File: config.mk
export PLATFORM = sky130hd
export DESIGN_NAME = playfair_key_square_cipher_core_flat
export DESIGN_NICKNAME = d
export VERILOG_FILES = /design/src/sv/pfk_pkg.sv /design/src/sv/pfk_channels.sv /design/src/sv/playfair_key_square_cipher_core.sv /design/src/sv/pfk_ram.sv /design/src/sv/pfk_front.sv /design/src/sv/pfk_queue.sv /design/src/sv/pfk_back.sv /design/src/flat_wrapper.sv
export SDC_FILE = /design/constraint.sdc
export NUM_CORES = 1
export LEC_CHECK = 0
export BUFFER_PORTS_ARGS = -buffer_cell sky130_fd_sc_hd__buf_2
export CORE_ASPECT_RATIO = 0.75
export CORE_UTILIZATION = 57
export DETAILED_ROUTE_END_ITERATION = 10
export PLACE_DENSITY = 0.77
export SETUP_SLACK_MARGIN = 0.4
export SYNTH_ARGS = -nofsm -noshare
export SYNTH_HDL_FRONTEND = slang
export SYNTH_SLANG_ARGS = --single-unit
export TNS_END_PERCENT = 20
File: constraint.sdc
create_clock -name i_clk -period 5.9 [get_ports i_clk]
set_input_delay 1.475 -clock i_clk [delete_from_list [all_inputs] [get_ports i_clk]]
set_output_delay 1.475 -clock i_clk [all_outputs]
set_load 0.005 [all_outputs]
File: src/sv/pfk_pkg.sv
// ----------------------------------------------------------------------------
// pfk_pkg: shared types, constants and helpers for the Playfair cipher core
// Letter indices, command descriptor between front and back, state codes and
// the small mod-5 helpers used for square coordinates.
// ----------------------------------------------------------------------------
package pfk_pkg;

    localparam int N_CELLS   = 25;
    localparam int N_LETTERS = 26;
    localparam int IDX_W     = 5;

    localparam logic [IDX_W-1:0] NUM_CELLS   = 5'd25;
    localparam logic [IDX_W-1:0] LAST_LETTER = 5'd25;
    localparam logic [IDX_W-1:0] IDX_I       = 5'd8;
    localparam logic [IDX_W-1:0] IDX_J       = 5'd9;

    localparam logic [7:0] CHAR_A     = 8'h41;
    localparam logic [7:0] CHAR_Z     = 8'h5A;
    localparam logic [7:0] CHAR_LOW_A = 8'h61;
    localparam logic [7:0] CHAR_LOW_Z = 8'h7A;
    localparam logic [7:0] CASE_GAP   = 8'h20;

    typedef enum logic [2:0] {
        MODE_CLEAR   = 3'd0,
        MODE_KEY     = 3'd1,
        MODE_FINISH  = 3'd2,
        MODE_ENCRYPT = 3'd3,
        MODE_DECRYPT = 3'd4
    } t_mode;

    typedef enum logic [2:0] {
        KIND_NOP,
        KIND_CLEAR,
        KIND_KEY,
        KIND_FINISH,
        KIND_PAIR
    } t_kind;

    typedef struct packed {
        t_kind            kind;
        logic             decrypt;
        logic             bad;
        logic [IDX_W-1:0] idx_a;
        logic [IDX_W-1:0] idx_b;
    } t_cmd;

    typedef enum logic [2:0] {
        ST_IDLE,
        ST_FILL,
        ST_POS,
        ST_CELL,
        ST_OUT
    } t_state;

    // Upper-case letter to index, J folded into I; top bit flags a valid letter.
    function automatic logic [IDX_W:0] letter_index(input logic [7:0] ch);
        logic [7:0]       off;
        logic [IDX_W-1:0] idx;
        off = ch - CHAR_A;
        idx = off[IDX_W-1:0];
        if (idx == IDX_J) begin
            idx = IDX_I;
        end
        return {(ch >= CHAR_A) && (ch <= CHAR_Z), idx};
    endfunction

    function automatic logic [2:0] row_of(input logic [IDX_W-1:0] p);
        logic [2:0] r;
        if (p >= 5'd20)      r = 3'd4;
        else if (p >= 5'd15) r = 3'd3;
        else if (p >= 5'd10) r = 3'd2;
        else if (p >= 5'd5)  r = 3'd1;
        else                 r = 3'd0;
        return r;
    endfunction

    function automatic logic [2:0] col_of(input logic [IDX_W-1:0] p);
        logic [2:0]       r;
        logic [IDX_W-1:0] base;
        r    = row_of(p);
        base = {r, 2'b00} + {2'b00, r};
        return 3'(p - base);
    endfunction

    // Advance one place round a row or column: +1 to encipher, +4 to decipher.
    function automatic logic [2:0] wrap5(input logic [2:0] v, input logic dec);
        logic [3:0] s;
        s = {1'b0, v} + (dec ? 4'd4 : 4'd1);
        if (s >= 4'd5) begin
            s = s - 4'd5;
        end
        return s[2:0];
    endfunction

    function automatic logic [IDX_W-1:0] cell_at(input logic [2:0] r, input logic [2:0] c);
        return {r, 2'b00} + {2'b00, r} + {2'b00, c};
    endfunction

endpackage

File: src/sv/pfk_channels.sv
// ----------------------------------------------------------------------------
// pfk channels: valid/ready interfaces for command and result transfers
// One interface for incoming commands, one for enciphered pairs.
// ----------------------------------------------------------------------------
interface pfk_in_if;
    logic       valid;
    logic       ready;
    logic [2:0] mode;
    logic [7:0] key_byte;
    logic [7:0] letter_a;
    logic [7:0] letter_b;

    modport source (output valid, output mode, output key_byte, output letter_a,
                    output letter_b, input ready);
    modport sink   (input valid, input mode, input key_byte, input letter_a,
                    input letter_b, output ready);
endinterface

interface pfk_out_if;
    logic       valid;
    logic       ready;
    logic [7:0] out_a;
    logic [7:0] out_b;
    logic       bad_letter;

    modport source (output valid, output out_a, output out_b, output bad_letter,
                    input ready);
    modport sink   (input valid, input out_a, input out_b, input bad_letter,
                    output ready);
endinterface

File: src/sv/playfair_key_square_cipher_core.sv
// ----------------------------------------------------------------------------
// playfair_key_square_cipher_core: 5x5 Playfair key square and pair cipher
// Builds the key square from key bytes, completes it on a finish command and
// enciphers or deciphers letter pairs against it.
// ----------------------------------------------------------------------------
//
//  channel  | dir | payload                          | transfer
//  ---------+-----+----------------------------------+------------------------
//  i_in     | in  | mode, key_byte, letter_a/b       | valid & ready
//  o_out    | out | out_a, out_b, bad_letter         | valid & ready
//
//  Clear and key byte commands are handled as they are dequeued; finish is
//  dequeued, then sweeps all 26 letters, one per cycle, through the position
//  and square RAMs.
//  A good pair goes through dequeue, position read, square read and result
//  load, set by the registered read ports of the two RAMs. A bad pair is answered as it is dequeued.
//  Synchronous active-low reset empties the square and the queue; RAM
//  contents are left as they are and only read once the square is complete.
//  A two-entry queue decouples intake from the back end, and the result
//  register frees the back end while a result waits on o_out.
//
module playfair_key_square_cipher_core
    import pfk_pkg::*;
(
    input  logic       i_clk,
    input  logic       i_rst_n,
    pfk_in_if.sink     i_in,
    pfk_out_if.source  o_out
);

    logic q_push;
    logic q_pop;
    logic q_full;
    logic q_empty;
    t_cmd front_cmd;
    t_cmd queue_cmd;

    // classify incoming transfers, drop items that cannot change anything
    pfk_front u_front (
        .i_in     (i_in),
        .i_q_full (q_full),
        .o_push   (q_push),
        .o_cmd    (front_cmd)
    );

    // hold up to two classified commands while the back end is busy
    pfk_queue u_queue (
        .i_clk   (i_clk),
        .i_rst_n (i_rst_n),
        .i_push  (q_push),
        .i_cmd   (front_cmd),
        .i_pop   (q_pop),
        .o_full  (q_full),
        .o_empty (q_empty),
        .o_cmd   (queue_cmd)
    );

    // build the square and carry out pair lookups
    pfk_back u_back (
        .i_clk     (i_clk),
        .i_rst_n   (i_rst_n),
        .i_q_empty (q_empty),
        .i_cmd     (queue_cmd),
        .o_pop     (q_pop),
        .o_out     (o_out)
    );

endmodule

File: src/sv/pfk_ram.sv
// ----------------------------------------------------------------------------
// pfk_ram: generic RAM, one write port, two registered read ports
// ----------------------------------------------------------------------------
module pfk_ram #(
    parameter int WIDTH = 5,
    parameter int DEPTH = 32
) (
    input  logic                     i_clk,
    input  logic                     i_we,
    input  logic [$clog2(DEPTH)-1:0] i_waddr,
    input  logic [WIDTH-1:0]         i_wdata,
    input  logic [$clog2(DEPTH)-1:0] i_raddr_a,
    input  logic [$clog2(DEPTH)-1:0] i_raddr_b,
    output logic [WIDTH-1:0]         o_rdata_a,
    output logic [WIDTH-1:0]         o_rdata_b
);

    logic [WIDTH-1:0] r_mem [DEPTH];

    always_ff @(posedge i_clk) begin
        if (i_we) begin
            r_mem[i_waddr] <= i_wdata;
        end
        o_rdata_a <= r_mem[i_raddr_a];
        o_rdata_b <= r_mem[i_raddr_b];
    end

endmodule

File: src/sv/pfk_front.sv
// ----------------------------------------------------------------------------
// pfk_front: command intake and classification
// Decodes the mode, folds key bytes to letter indices and checks pair letters.
// ----------------------------------------------------------------------------
module pfk_front
    import pfk_pkg::*;
(
    pfk_in_if.sink i_in,
    input  logic   i_q_full,
    output logic   o_push,
    output t_cmd   o_cmd
);

    logic [7:0]   key_up;
    logic [IDX_W:0] key_li;
    logic [IDX_W:0] pa_li;
    logic [IDX_W:0] pb_li;

    assign i_in.ready = !i_q_full;

    always_comb begin
        key_up = i_in.key_byte;
        if (i_in.key_byte >= CHAR_LOW_A && i_in.key_byte <= CHAR_LOW_Z) begin
            key_up = i_in.key_byte - CASE_GAP;
        end
        key_li = letter_index(key_up);
        pa_li  = letter_index(i_in.letter_a);
        pb_li  = letter_index(i_in.letter_b);

        o_cmd.kind    = KIND_NOP;
        o_cmd.decrypt = 1'b0;
        o_cmd.bad     = !pa_li[IDX_W] || !pb_li[IDX_W];
        o_cmd.idx_a   = pa_li[IDX_W-1:0];
        o_cmd.idx_b   = pb_li[IDX_W-1:0];

        unique case (i_in.mode)
            MODE_CLEAR:  o_cmd.kind = KIND_CLEAR;
            MODE_KEY: begin
                // drop non-letters here, they never reach the back end
                if (key_li[IDX_W]) begin
                    o_cmd.kind  = KIND_KEY;
                    o_cmd.idx_a = key_li[IDX_W-1:0];
                end
            end
            MODE_FINISH: o_cmd.kind = KIND_FINISH;
            MODE_ENCRYPT: o_cmd.kind = KIND_PAIR;
            MODE_DECRYPT: begin
                o_cmd.kind    = KIND_PAIR;
                o_cmd.decrypt = 1'b1;
            end
            default:     o_cmd.kind = KIND_NOP;
        endcase

        o_push = i_in.valid && !i_q_full && (o_cmd.kind != KIND_NOP);
    end

endmodule

File: src/sv/pfk_queue.sv
// ----------------------------------------------------------------------------
// pfk_queue: two-entry command queue between front and back
// ----------------------------------------------------------------------------
module pfk_queue
    import pfk_pkg::*;
(
    input  logic i_clk,
    input  logic i_rst_n,
    input  logic i_push,
    input  t_cmd i_cmd,
    input  logic i_pop,
    output logic o_full,
    output logic o_empty,
    output t_cmd o_cmd
);

    t_cmd       r_mem [2];
    logic       r_wr_ptr;
    logic       r_rd_ptr;
    logic [1:0] r_level;
    logic       do_pop;

    assign o_full  = (r_level == 2'd2);
    assign o_empty = (r_level == 2'd0);
    assign o_cmd   = r_mem[r_rd_ptr];
    assign do_pop  = i_pop && !o_empty;

    always_ff @(posedge i_clk) begin
        if (i_push) begin
            r_mem[r_wr_ptr] <= i_cmd;
        end
    end

    always_ff @(posedge i_clk) begin
        if (!i_rst_n) begin
            r_wr_ptr <= 1'b0;
            r_rd_ptr <= 1'b0;
            r_level  <= 2'd0;
        end else begin
            if (i_push) begin
                r_wr_ptr <= !r_wr_ptr;
            end
            if (do_pop) begin
                r_rd_ptr <= !r_rd_ptr;
            end
            r_level <= r_level + {1'b0, i_push} - {1'b0, do_pop};
        end
    end

endmodule

File: src/sv/pfk_back.sv
// ----------------------------------------------------------------------------
// pfk_back: key square builder and pair cipher engine
// Holds the square and letter positions in RAM, runs the fill sweep and the
// three-step pair lookup, and drives the result register.
// ----------------------------------------------------------------------------
module pfk_back
    import pfk_pkg::*;
(
    input  logic       i_clk,
    input  logic       i_rst_n,
    input  logic       i_q_empty,
    input  t_cmd       i_cmd,
    output logic       o_pop,
    pfk_out_if.source  o_out
);

    t_state                 r_state, n_state;
    t_cmd                   r_cmd, n_cmd;
    logic [IDX_W-1:0]       r_fill_idx, n_fill_idx;
    logic [N_LETTERS-1:0]   r_seen, n_seen;
    logic [IDX_W-1:0]       r_count, n_count;
    logic                   r_ready, n_ready;
    logic [IDX_W-1:0]       r_cell_a, n_cell_a;
    logic [IDX_W-1:0]       r_cell_b, n_cell_b;
    logic                   r_out_valid, n_out_valid;
    logic [7:0]             r_out_a, n_out_a;
    logic [7:0]             r_out_b, n_out_b;
    logic                   r_out_bad, n_out_bad;

    logic                   out_free;
    logic                   app_req;
    logic [IDX_W-1:0]       app_idx;
    logic                   app_do;
    logic [IDX_W-1:0]       pos_rd_a, pos_rd_b;
    logic [IDX_W-1:0]       sq_rd_a, sq_rd_b;
    logic [IDX_W-1:0]       sq_raddr_a, sq_raddr_b;
    logic [2:0]             ra, ca, rb, cb;

    assign out_free = !r_out_valid || o_out.ready;
    assign app_do   = app_req && !r_seen[app_idx] && (r_count < NUM_CELLS);

    pfk_ram #(.WIDTH(IDX_W), .DEPTH(N_CELLS)) u_square (
        .i_clk     (i_clk),
        .i_we      (app_do),
        .i_waddr   (r_count),
        .i_wdata   (app_idx),
        .i_raddr_a (sq_raddr_a),
        .i_raddr_b (sq_raddr_b),
        .o_rdata_a (sq_rd_a),
        .o_rdata_b (sq_rd_b)
    );

    pfk_ram #(.WIDTH(IDX_W), .DEPTH(N_LETTERS)) u_position (
        .i_clk     (i_clk),
        .i_we      (app_do),
        .i_waddr   (app_idx),
        .i_wdata   (r_count),
        .i_raddr_a (r_cmd.idx_a),
        .i_raddr_b (r_cmd.idx_b),
        .o_rdata_a (pos_rd_a),
        .o_rdata_b (pos_rd_b)
    );

    always_ff @(posedge i_clk) begin
        if (!i_rst_n) begin
            r_state     <= ST_IDLE;
            r_seen      <= '0;
            r_count     <= '0;
            r_ready     <= 1'b0;
            r_out_valid <= 1'b0;
        end else begin
            r_state     <= n_state;
            r_seen      <= n_seen;
            r_count     <= n_count;
            r_ready     <= n_ready;
            r_out_valid <= n_out_valid;
        end
    end

    always_ff @(posedge i_clk) begin
        r_cmd      <= n_cmd;
        r_fill_idx <= n_fill_idx;
        r_cell_a   <= n_cell_a;
        r_cell_b   <= n_cell_b;
        r_out_a    <= n_out_a;
        r_out_b    <= n_out_b;
        r_out_bad  <= n_out_bad;
    end

    always_comb begin
        n_state     = r_state;
        n_cmd       = r_cmd;
        n_fill_idx  = r_fill_idx;
        n_seen      = r_seen;
        n_count     = r_count;
        n_ready     = r_ready;
        n_cell_a    = r_cell_a;
        n_cell_b    = r_cell_b;
        n_out_valid = r_out_valid && !o_out.ready;
        n_out_a     = r_out_a;
        n_out_b     = r_out_b;
        n_out_bad   = r_out_bad;
        o_pop       = 1'b0;
        app_req     = 1'b0;
        app_idx     = i_cmd.idx_a;
        sq_raddr_a  = r_cell_a;
        sq_raddr_b  = r_cell_b;

        ra = row_of(pos_rd_a);
        ca = col_of(pos_rd_a);
        rb = row_of(pos_rd_b);
        cb = col_of(pos_rd_b);

        unique case (r_state)
            ST_IDLE: begin
                if (!i_q_empty) begin
                    unique case (i_cmd.kind)
                        KIND_CLEAR: begin
                            o_pop   = 1'b1;
                            n_seen  = '0;
                            n_count = '0;
                            n_ready = 1'b0;
                        end
                        KIND_KEY: begin
                            o_pop   = 1'b1;
                            app_req = !r_ready;
                        end
                        KIND_FINISH: begin
                            o_pop = 1'b1;
                            if (!r_ready) begin
                                n_fill_idx = '0;
                                n_state    = ST_FILL;
                            end
                        end
                        KIND_PAIR: begin
                            if (i_cmd.bad || !r_ready) begin
                                if (out_free) begin
                                    o_pop       = 1'b1;
                                    n_out_valid = 1'b1;
                                    n_out_a     = '0;
                                    n_out_b     = '0;
                                    n_out_bad   = 1'b1;
                                end
                            end else begin
                                o_pop   = 1'b1;
                                n_cmd   = i_cmd;
                                n_state = ST_POS;
                            end
                        end
                        default: o_pop = 1'b1;
                    endcase
                    if (app_do) begin
                        n_seen[app_idx] = 1'b1;
                        n_count         = r_count + 5'd1;
                    end
                end
            end
            ST_FILL: begin
                // one letter a cycle, skip J, append only unseen letters
                app_req    = (r_fill_idx != IDX_J);
                app_idx    = r_fill_idx;
                n_fill_idx = r_fill_idx + 5'd1;
                if (app_do) begin
                    n_seen[app_idx] = 1'b1;
                    n_count         = r_count + 5'd1;
                end
                if (r_fill_idx == LAST_LETTER) begin
                    n_ready = 1'b1;
                    n_state = ST_IDLE;
                end
            end
            ST_POS: begin
                n_state = ST_CELL;
            end
            ST_CELL: begin
                if (ra == rb) begin
                    n_cell_a = cell_at(ra, wrap5(ca, r_cmd.decrypt));
                    n_cell_b = cell_at(rb, wrap5(cb, r_cmd.decrypt));
                end else if (ca == cb) begin
                    n_cell_a = cell_at(wrap5(ra, r_cmd.decrypt), ca);
                    n_cell_b = cell_at(wrap5(rb, r_cmd.decrypt), cb);
                end else begin
                    n_cell_a = cell_at(ra, cb);
                    n_cell_b = cell_at(rb, ca);
                end
                sq_raddr_a = n_cell_a;
                sq_raddr_b = n_cell_b;
                n_state    = ST_OUT;
            end
            ST_OUT: begin
                if (out_free) begin
                    n_out_valid = 1'b1;
                    n_out_a     = CHAR_A + {3'b000, sq_rd_a};
                    n_out_b     = CHAR_A + {3'b000, sq_rd_b};
                    n_out_bad   = 1'b0;
                    n_state     = ST_IDLE;
                end
            end
            default: n_state = ST_IDLE;
        endcase
    end

    assign o_out.valid      = r_out_valid;
    assign o_out.out_a      = r_out_a;
    assign o_out.out_b      = r_out_b;
    assign o_out.bad_letter = r_out_bad;

`ifndef SYNTHESIS
    a_count_range: assert property (@(posedge i_clk) disable iff (!i_rst_n)
        r_count <= NUM_CELLS)
        else $error("fill count beyond square size");

    a_seen_matches_count: assert property (@(posedge i_clk) disable iff (!i_rst_n)
        $countones(r_seen) == int'(r_count))
        else $error("seen letters disagree with fill count");

    a_ready_full: assert property (@(posedge i_clk) disable iff (!i_rst_n)
        $rose(r_ready) |-> r_count == NUM_CELLS)
        else $error("square marked ready while incomplete");

    a_pair_result: assert property (@(posedge i_clk) disable iff (!i_rst_n)
        (r_state == ST_OUT) && out_free |=> r_out_valid && !r_out_bad)
        else $error("pair lookup finished without a good result");
`endif

endmodule
File: src/flat_wrapper.sv
// flat-port wrapper written by rule: the top's interface ports become plain ports
module playfair_key_square_cipher_core_flat import pfk_pkg::*;
  (i_clk, i_rst_n, i_in_valid, i_in_mode, i_in_key_byte, i_in_letter_a, i_in_letter_b, i_in_ready, o_out_valid, o_out_out_a, o_out_out_b, o_out_bad_letter, o_out_ready);
  pfk_in_if i_in_i ();
  pfk_out_if o_out_i ();
  input  logic i_clk;
  input  logic i_rst_n;
  input wire logic [$bits(i_in_i.valid)-1:0] i_in_valid;
  input wire logic [$bits(i_in_i.mode)-1:0] i_in_mode;
  input wire logic [$bits(i_in_i.key_byte)-1:0] i_in_key_byte;
  input wire logic [$bits(i_in_i.letter_a)-1:0] i_in_letter_a;
  input wire logic [$bits(i_in_i.letter_b)-1:0] i_in_letter_b;
  output wire logic [$bits(i_in_i.ready)-1:0] i_in_ready;
  output wire logic [$bits(o_out_i.valid)-1:0] o_out_valid;
  output wire logic [$bits(o_out_i.out_a)-1:0] o_out_out_a;
  output wire logic [$bits(o_out_i.out_b)-1:0] o_out_out_b;
  output wire logic [$bits(o_out_i.bad_letter)-1:0] o_out_bad_letter;
  input wire logic [$bits(o_out_i.ready)-1:0] o_out_ready;
  assign i_in_i.valid = i_in_valid;
  assign i_in_i.mode = i_in_mode;
  assign i_in_i.key_byte = i_in_key_byte;
  assign i_in_i.letter_a = i_in_letter_a;
  assign i_in_i.letter_b = i_in_letter_b;
  assign i_in_ready = i_in_i.ready;
  assign o_out_valid = o_out_i.valid;
  assign o_out_out_a = o_out_i.out_a;
  assign o_out_out_b = o_out_i.out_b;
  assign o_out_bad_letter = o_out_i.bad_letter;
  assign o_out_i.ready = o_out_ready;
  playfair_key_square_cipher_core u_core (.i_clk(i_clk), .i_rst_n(i_rst_n), .i_in(i_in_i), .o_out(o_out_i));
endmodule
==> summary.md, run 1 <==
| Metric | Value |
|---|---|
| Critical R2R Launch | `u_core.u_back.u_position.o_rdata_a[1]` |
| Status | `completed` |
| Residual DRC | `0` |
| Quantity of hold-fixing buffers added after cts | `0` |
| H-tree lvl count | `2` |
| Largest net degree at the start of global routing | `42` |
| Count leader, synth | `edfxtp_1` |
| IO Pins | `50` |
| Initial Utilization | `0.585` |
| Worst min path class | `reg2reg` |
| Crit-path max FO | `10` |
| Synth top area share | `0.447` |
| Layout fillers | `2659` |
| Die Ht | `169 um` |
| Row cnt | `60` |
| Remaining antenna violation count | `0` |
| Kind of critical path | `reg2reg` |
| Global-route wire length before repair | `87500 um` |
| Final #Nets | `1955` |
| Max Cap Viol | `0` |
| CP max-delay cell | `fa_1` |
| Antenna violations before repair | `0` |
| Post-DP HPWL | `38800 um` |
| CP Launch Type | `register` |
| Die area | `37900 sq um` |
| Ys async rst share | `0` |
| Routed len/inst | `24.3 um` |
| Worst EP arrival | `5.88 ns` |
| Final max-slew violation count | `0` |
| Router iterations before antenna repair | `6` |
| Number of clock sinks | `386` |
| R2R Path End | `u_core.u_back.u_square.o_rdata_a[2]` |
| Clock slew seen by the registers of the worst setup and hold paths | `0.07 ns` |
| Clock Latency Late Sink | `0.54 ns` |
| Sequential share of the synthesized area | `0.514` |
| Max clock buf depth | `3` |
| Post-synthesis register bit count | `386` |
| RSZ-0062 raised after global routing | `yes` |
| CTS tree | `done` |
| Root Driver | `clkbuf_16` |
| Dominant synthesized flop cell | `edfxtp_1` |
| Total power | `0.00666 W` |
| Worst slew margin | `0.135` |
| Final hold vios | `0` |
| FF-to-FF path depth | `26` |
| Ant. Diodes | `0` |
| Crit-path max cell delay | `0.50 ns` |
| Top cells by area, synth | `edfxtp_1, mux4_2, dfxtp_1` |
| Power density over the cells | `278 nW/um^2` |
| DR vias/cell | `6.57` |
| GRT Total Usage | `0.302` |
| Crit share post-route | `0.917` |
| DRT iter0 DRCs | `2081` |
| Core area | `36200 sq um` |
| Layout cell share with drive strength beyond 1 | `0.219` |
| Post-Syn Instances | `1774` |
| Post-Synthesis Cell Area | `21200 sq um` |
| Reg2reg setup slack | `0.49 ns` |
| Synth top cells by count | `edfxtp_1, nand2_1, nor2_1` |
| Final Setup Violations | `0` |
| Routed vias | `15600` |
| Clock skew | `0.0182 ns` |
| Least-Margin Pin Slew | `1.30 ns` |
| Routed wire length | `57500 um` |
| Post-synth cell types | `97` |
| Max Freq | `185 MHz` |
| Top cell by count, worst path | `inv_1` |
| Required time worst endpoint | `6.37 ns` |
| Port Buf Inserts | `47` |
| DIE WIDTH | `225 um` |
| Post-layout min period | `5.41 ns` |
| Layout area overhead | `13.3%` |
| Post-Syn Area per Cell | `11.9 sq um` |
| VDD IR max | `0.237 mV` |
| Post-synth EDFFs | `315` |
| Final GP Congestion | `1.03` |
| Hold_ws | `0.515 ns` |
| Vias in the first global route | `14900` |
| Hold endpoint | `u_core.u_back.r_seen[11]` |
| YS warnings | `0` |
| Leakage | `8.47 nW` |
| Cts bufs inserted | `37` |
| Critical path endpoint category | `register` |
| Grt total ovfl | `0` |
| Synth area leader | `edfxtp_1` |
| Hold path depth | `2` |
| Hold_sp | `u_core.u_back.r_seen[11]` |
-- stage by stage --
stage | area [sq um] | setup TNS [ns] | std cells | util | setup WS, ns
2_1_floorplan | 21200 | 0 | 1775 | - | 0.408
3_3_place_gp | 22000 | 0 | 2266 | 0.607 | 0.0952
3_5_place_dp | 22000 | -0.294 | 2266 | 0.607 | -0.0907
4_1_cts | 23500 | 0 | 2345 | 0.650 | 0.387
5_1_grt | 24000 | 0 | 2368 | 0.663 | 0.304
6_report | 24000 | 0 | 2368 | 0.663 | 0.489
-- layout make-up --
type,count,area (sq um),share of cell area
clock buffer,49,1040,0.0435
inverter,81,319,0.0133
timing repair buffer,129,947,0.0395
sequential,386,10900,0.455
tap,496,621,0.0259
multi-input combinational,1207,9940,0.415
timing repair inverter,1,6.26,0.000261
clock inverter,19,198,0.00825
-- logic make-up after synthesis --
family                     count (synthesis)  synth area share
muxes                                    171             0.132
and+or+nand+nor                          526             0.118
other                                      1          0.000177
DFF                                      386             0.514
buffers and inverters                    183            0.0382
AOI/OAI and AO/OA                        379             0.126
adders and majority gates                 81            0.0514
xor gates and xnor gates                  47            0.0202
-- state kept, by name, summed over array words and instances (netlist names), 2 cells and up, named ones only --
signal / count
u_core.u_back.u_square.o_rdata_a: 5
u_core.u_back.u_square.r_mem: 125
u_core.u_back.u_position.o_rdata_b: 5
u_core.u_back.r_fill_idx: 5
u_core.u_back.o_out.out_b: 7
u_core.u_back.o_out.out_a: 6
u_core.u_back.u_position.o_rdata_a: 5
u_core.u_back.r_count: 5
u_core.u_back.u_position.r_mem: 130
u_core.u_back.r_cell_a: 5
u_core.u_back.r_cmd: 11
u_core.u_back.r_state: 3
u_core.u_back.r_cell_b: 5
u_core.u_back.r_seen: 26
u_core.u_back.u_square.o_rdata_b: 5
u_core.u_queue.r_mem: 30
u_core.u_queue.r_level: 2
-- routing by layer --
| metal | GRT usage | up-vias | wire length (um) |
|---|---|---|---|
| li1 | - | 6860 | - |
| met1 | 0.450 | 7649 | 24200 |
| met5 | 0 | - | 0 |
| met3 | 0.0555 | 123 | 6120 |
| met2 | 0.455 | 923 | 25500 |
| met4 | 0.0843 | 0 | 1740 |
-- repair_timing --
item,CTS,global route
pin swaps,9,29
cloned,2,2
resized for setup,48,63
buffers inserted,9,21
endpoints found under the setup margin,10,10
-- worst max-delay path by stage --
stage / startpoint / end / slack [ns] / depth (start not counted)
after global placement: u_core.u_back.u_position.o_rdata_a[3] / u_core.u_back.u_square.o_rdata_a[1] / 0.1 / 27
after global routing: u_core.u_back.u_position.o_rdata_a[1] / u_core.u_back.u_square.o_rdata_a[4] / 0.30 / 26
after detailed placement: u_core.u_back.u_position.o_rdata_a[3] / u_core.u_back.u_square.o_rdata_a[2] / -0.09 / 26
after CTS: u_core.u_back.u_position.o_rdata_a[1] / u_core.u_back.u_square.o_rdata_a[2] / 0.39 / 26
final: u_core.u_back.u_position.o_rdata_a[1] / u_core.u_back.u_square.o_rdata_a[2] / 0.49 / 26
after floorplan: u_core.u_back.u_position.o_rdata_a[2] / u_core.u_back.u_square.o_rdata_a[0] / 0.41 / 29
-- placed cells by master (no fill, tap or decap), types with 44 or more instances in the layout --
cell type | synthesis | routed
buf_2 | 13 | 47
ha_1 | 71 | 68
nor2_1 | 145 | 139
nor2b_1 | 49 | 44
inv_1 | 74 | 70
a21oi_1 | 95 | 84
buf_4 | 9 | 73
nand2_1 | 175 | 172
o21ai_0 | 64 | 59
mux2i_1 | 60 | 59
dfxtp_1 | 71 | 63
mux4_2 | 83 | 83
edfxtp_1 | 315 | 315
-- critical path, delay by kind of cell (launching register included) --
kind / cells / cell delay (ns)
simple gates: 4 / 0.55
xor+xnor: 2 / 0.32
flops: 1 / 0.39
buf+inv: 6 / 0.49
fa+ha+maj: 5 / 1.40
compound gates: 9 / 2.20
-- power breakdown --
group	switching, W	internal [W]	leakage [nW]
Clock	0.00101	0.00143	0.609
Combinational	0.000650	0.000327	4.60
Sequential	0.0000877	0.00315	3.27
Total	0.00175	0.00490	8.47
Power figures use the tool's default switching activity.
==> run 2: changes to the inputs <==
- CORE_MARGIN: unset -> 2
- SYNTH_HIERARCHICAL: unset -> 1
==> run 2 against run 1 <==
Via count decreased by 5.9%. Combinational power down 4.3%. Critical endpoint is now u_core/u_back/u_square/o_rdata_b[4]. First-iteration DRC count is 13% lower. Worst setup slack worse by 0.013 ns. Synthesized cell count is 6.3% lower. Total power grew 0.18%. Register-to-register slack about the same.
==> summary.md, run 2 <==
| Metric | Value |
|---|---|
| Crit share post-route | `0.919 (+0.00225)` |
| GRT Total Usage | `0.271 (-0.0309)` |
| Synth area leader | `edfxtp_1` |
| Finished Layout Cells | `2223 (-6.1%)` |
| Post-DP HPWL | `34800 um (-10%)` |
| Final hold vios | `0 (unchanged)` |
| Layout fillers | `2529 (-4.9%)` |
| Final setup TNS | `0 ns (unchanged)` |
| Biggest regs | `u_core/u_back/u_position/r_mem: 130 flops, u_core/u_back/u_square/r_mem: 125 flops, u_core/u_queue/r_mem: 30 flops` |
| Max Cap Viol | `0 (unchanged)` |
| Count leader, synth | `edfxtp_1` |
| Vias in the first global route | `14200 (-4.5%)` |
| Final GP Congestion | `0.953 (-7.3%)` |
| Routed len/inst | `23.1 um (-4.8%)` |
| Post-synth cell types | `85 (-12%)` |
| Layout cell share with drive strength beyond 1 | `0.218 (-0.00116)` |
| Switching Share | `0.262 (-0.00146)` |
| Post-Syn Instances | `1662 (-6.3%)` |
| Dominant synthesized flop cell | `edfxtp_1` |
| Die area | `38300 sq um (+1.1%)` |
| IO Pins | `50 (unchanged)` |
| Antenna violations before repair | `2 (+2)` |
| CTS tree | `done` |
| Dpl cells | `2131 (-6.0%)` |
| Leakage | `8.17 nW (-3.6%)` |
| Power density over the cells | `284 nW/um^2 (+2.3%)` |
| Quantity of hold-fixing buffers added after cts | `0 (unchanged)` |
| Sequential share of the synthesized area | `0.519 (+0.00519)` |
| Final Setup Violations | `0 (unchanged)` |
| VDD IR max | `0.224 mV (-5.5%)` |
| Clock slew seen by the registers of the worst setup and hold paths | `0.06 ns (about the same)` |
| Clock Latency Late Sink | `0.56 ns (+0.02 ns)` |
| Commonest non-fill, non-tap cell in the layout | `edfxtp_1` |
| Grt total ovfl | `0 (unchanged)` |
| Final Cell Area | `23500 sq um (-2.1%)` |
| Die Ht | `170 um (+0.69%)` |
| Largest net degree at the start of global routing | `42 (unchanged)` |
| CP Launch Type | `register` |
| Kind of critical path | `reg2reg` |
| Area occupied by multi-input gates | `9540 sq um (-4.0%)` |
| Crit-path max cell delay | `0.48 ns (-0.02 ns)` |
| Worst EP arrival | `5.88 ns (about the same)` |
| Most frequent cells in the layout | `edfxtp_1, nor2_1, nand2_1` |
| RSZ-0062 raised after global routing | `yes` |
| Placed Area | `21700 sq um (-1.1%)` |
| Ant. Diodes | `0 (unchanged)` |
| Remaining antenna violation count | `0 (unchanged)` |
| Routed wire length | `51400 um (-11%)` |
| Largest register FFs | `130 (unchanged)` |
| Post-Synthesis Cell Area | `21000 sq um (-1.0%)` |
| Status | `completed` |
| Placement Setup Slack | `-0.171 ns (-0.0807 ns)` |
| Routed vias | `14600 (-5.9%)` |
| Internal power | `0.00492 W (+0.38%)` |
| Required time worst endpoint | `6.36 ns (about the same)` |
| Initial Utilization | `0.581 (-0.00343)` |
| Number of clock sinks | `386 (unchanged)` |
| Least-Margin Pin Slew | `0.914 ns (-0.383 ns)` |
| Post-synthesis register bit count | `386 (unchanged)` |
| H-tree lvl count | `2 (unchanged)` |
| Sequential Power Share | `0.481 (-0.006)` |
| DRT iter0 DRCs | `1807 (-13%)` |
| YS warnings | `6 (+6)` |
| Psw | `0.00175 W (-0.37%)` |
| Reg area | `10900 sq um (-0.10%)` |
| Ys async rst share | `0 (unchanged)` |
| Post-layout min period | `5.42 ns (+0.0133 ns)` |
| Layout area overhead | `12.0%` |
| Port Buf Inserts | `47 (unchanged)` |
| Final setup margin | `0.476 ns (-0.0133 ns)` |
| Top cells by area, synth | `edfxtp_1, mux4_2, dfxtp_1` |
| Root Driver | `clkbuf_16` |
| Clock share of power | `0.378 (+0.011)` |
| Synth top area share | `0.451 (+0.00451)` |
| Router iterations before antenna repair | `6 (unchanged)` |
| DR vias/cell | `6.59 (+0.28%)` |
| Logic pwr share | `0.140 (-0.007)` |
| Critical path endpoint category | `register` |
| Global-route wire length before repair | `80000 um (-8.6%)` |
| Row cnt | `60 (unchanged)` |
| Largest Register | `u_core/u_back/u_position/r_mem` |
| Final #Nets | `1834 (-6.2%)` |
| Final max-slew violation count | `0 (unchanged)` |
| DIE WIDTH | `225 um (+0.39%)` |
| Max clock buf depth | `3 (unchanged)` |
| Post-Syn Area per Cell | `12.6 sq um (+5.7%)` |
| Core area | `36000 sq um (-0.41%)` |
| Cts bufs inserted | `39 (+5.4%)` |
| Residual DRC | `0 (unchanged)` |
| Clock skew | `0.0295 ns (+0.0113 ns)` |
| Max Freq | `184 MHz (-0.24%)` |
| CP max-delay cell | `mux4_2` |
| Crit-path max FO | `7 (-3)` |
| Worst min path class | `reg2reg` |
| Worst slew margin | `0.386 (+0.250)` |
| Synth top cells by count | `edfxtp_1, nor2_1, nand2_1` |
| Post-synth EDFFs | `315 (unchanged)` |
==> run 2: changes by cell type in the layout (fill, tap and decap cells not counted), moves of 12 or more <==
| cell | delta |
|---|---|
| nand2_1 | -62 |
| mux2i_1 | +50 |
| a21oi_1 | -41 |
| nor3_1 | +24 |
| nor2_1 | -21 |
| nor2b_1 | -18 |
| mux2_4 | +14 |
| nand4_1 | +14 |
| a32oi_1 | -12 |
| o211ai_1 | +12 |
==> run 2: path summary, 6_finish.rpt <==
path / slack [ns] / start / cells after the start / to
max: 0.48 / u_core/u_back/u_position/o_rdata_b[2] / 26 / u_core/u_back/u_square/o_rdata_b[4]
min: 0.48 / u_core/u_back/r_seen[21] / 2 / u_core/u_back/r_seen[21]
max reg2reg: 0.48 / u_core/u_back/u_position/o_rdata_b[2] / 26 / u_core/u_back/u_square/o_rdata_b[4]
min reg2reg: 0.48 / u_core/u_back/r_seen[21] / 2 / u_core/u_back/r_seen[21]
==> run 2: cell type report <==
cell class	instances	share of cell area
tap	465	0.0248
clock buffer	51	0.0474
timing repair buffer	120	0.0359
inverter	78	0.0125
clock inverter	21	0.00901
multi-input combinational	1102	0.406
sequential	386	0.464
==> run 2: repair_timing <==
action / CTS / global route
setup buffers: 8 / 12
pin swaps: 5 / 18
endpoints found under the setup margin: 10 / 10
resized for setup: 13 / 52
==> run 2: cells by family (layout without fill, tap and decap cells) <==
family	after synthesis	count (layout)	share of synthesized area
AOI/OAI and AO/OA	302	302	0.0955
xor gates and xnor gates	49	49	0.0211
adders and majority gates	76	76	0.0490
buffers and inverters	175	270	0.0387
DFF	386	386	0.519
muxes	236	236	0.172
other	1	2	0.000179
and+or+nand+nor	437	437	0.104
==> run 2: critical path: cells and delay by family, from the launching register on <==
| family | cells | cell delay (ns) |
|---|---|---|
| adder cells (fa/ha/maj) | 5 | 1.41 |
| multiplexers | 3 | 1.00 |
| AO/OA/AOI/OAI | 6 | 0.97 |
| XOR/XNOR | 4 | 0.61 |
| buffers and inverters | 4 | 0.50 |
| AND/OR/NAND/NOR | 4 | 0.49 |
| flip-flops | 1 | 0.37 |
==> run 2: stage by stage <==
stage          power (W)  hold slack [ns]  utilization
4_1_cts          0.00668            0.479        0.643
2_1_floorplan    0.00390            0.438            -
3_5_place_dp     0.00417            0.467        0.603
3_3_place_gp     0.00413            0.454        0.603
6_report         0.00667            0.481        0.651
5_1_grt          0.00692            0.501        0.651
==> run 2: power groups by stage <==
stage          clock [W]  combinational [W]  sequential [W]
3_5_place_dp           0           0.000907         0.00326
6_report         0.00252           0.000935         0.00321
5_1_grt          0.00267            0.00103         0.00322
2_1_floorplan          0           0.000659         0.00324
3_3_place_gp           0           0.000875         0.00326
4_1_cts          0.00256           0.000916         0.00321
==> run 2: per-layer routing <==
layer / wire length, um / GRT usage
met1: 21300 / 0.386
met2: 22800 / 0.411
met3: 6140 / 0.0763
met4: 1080 / 0.0754
met5: 8 / 0
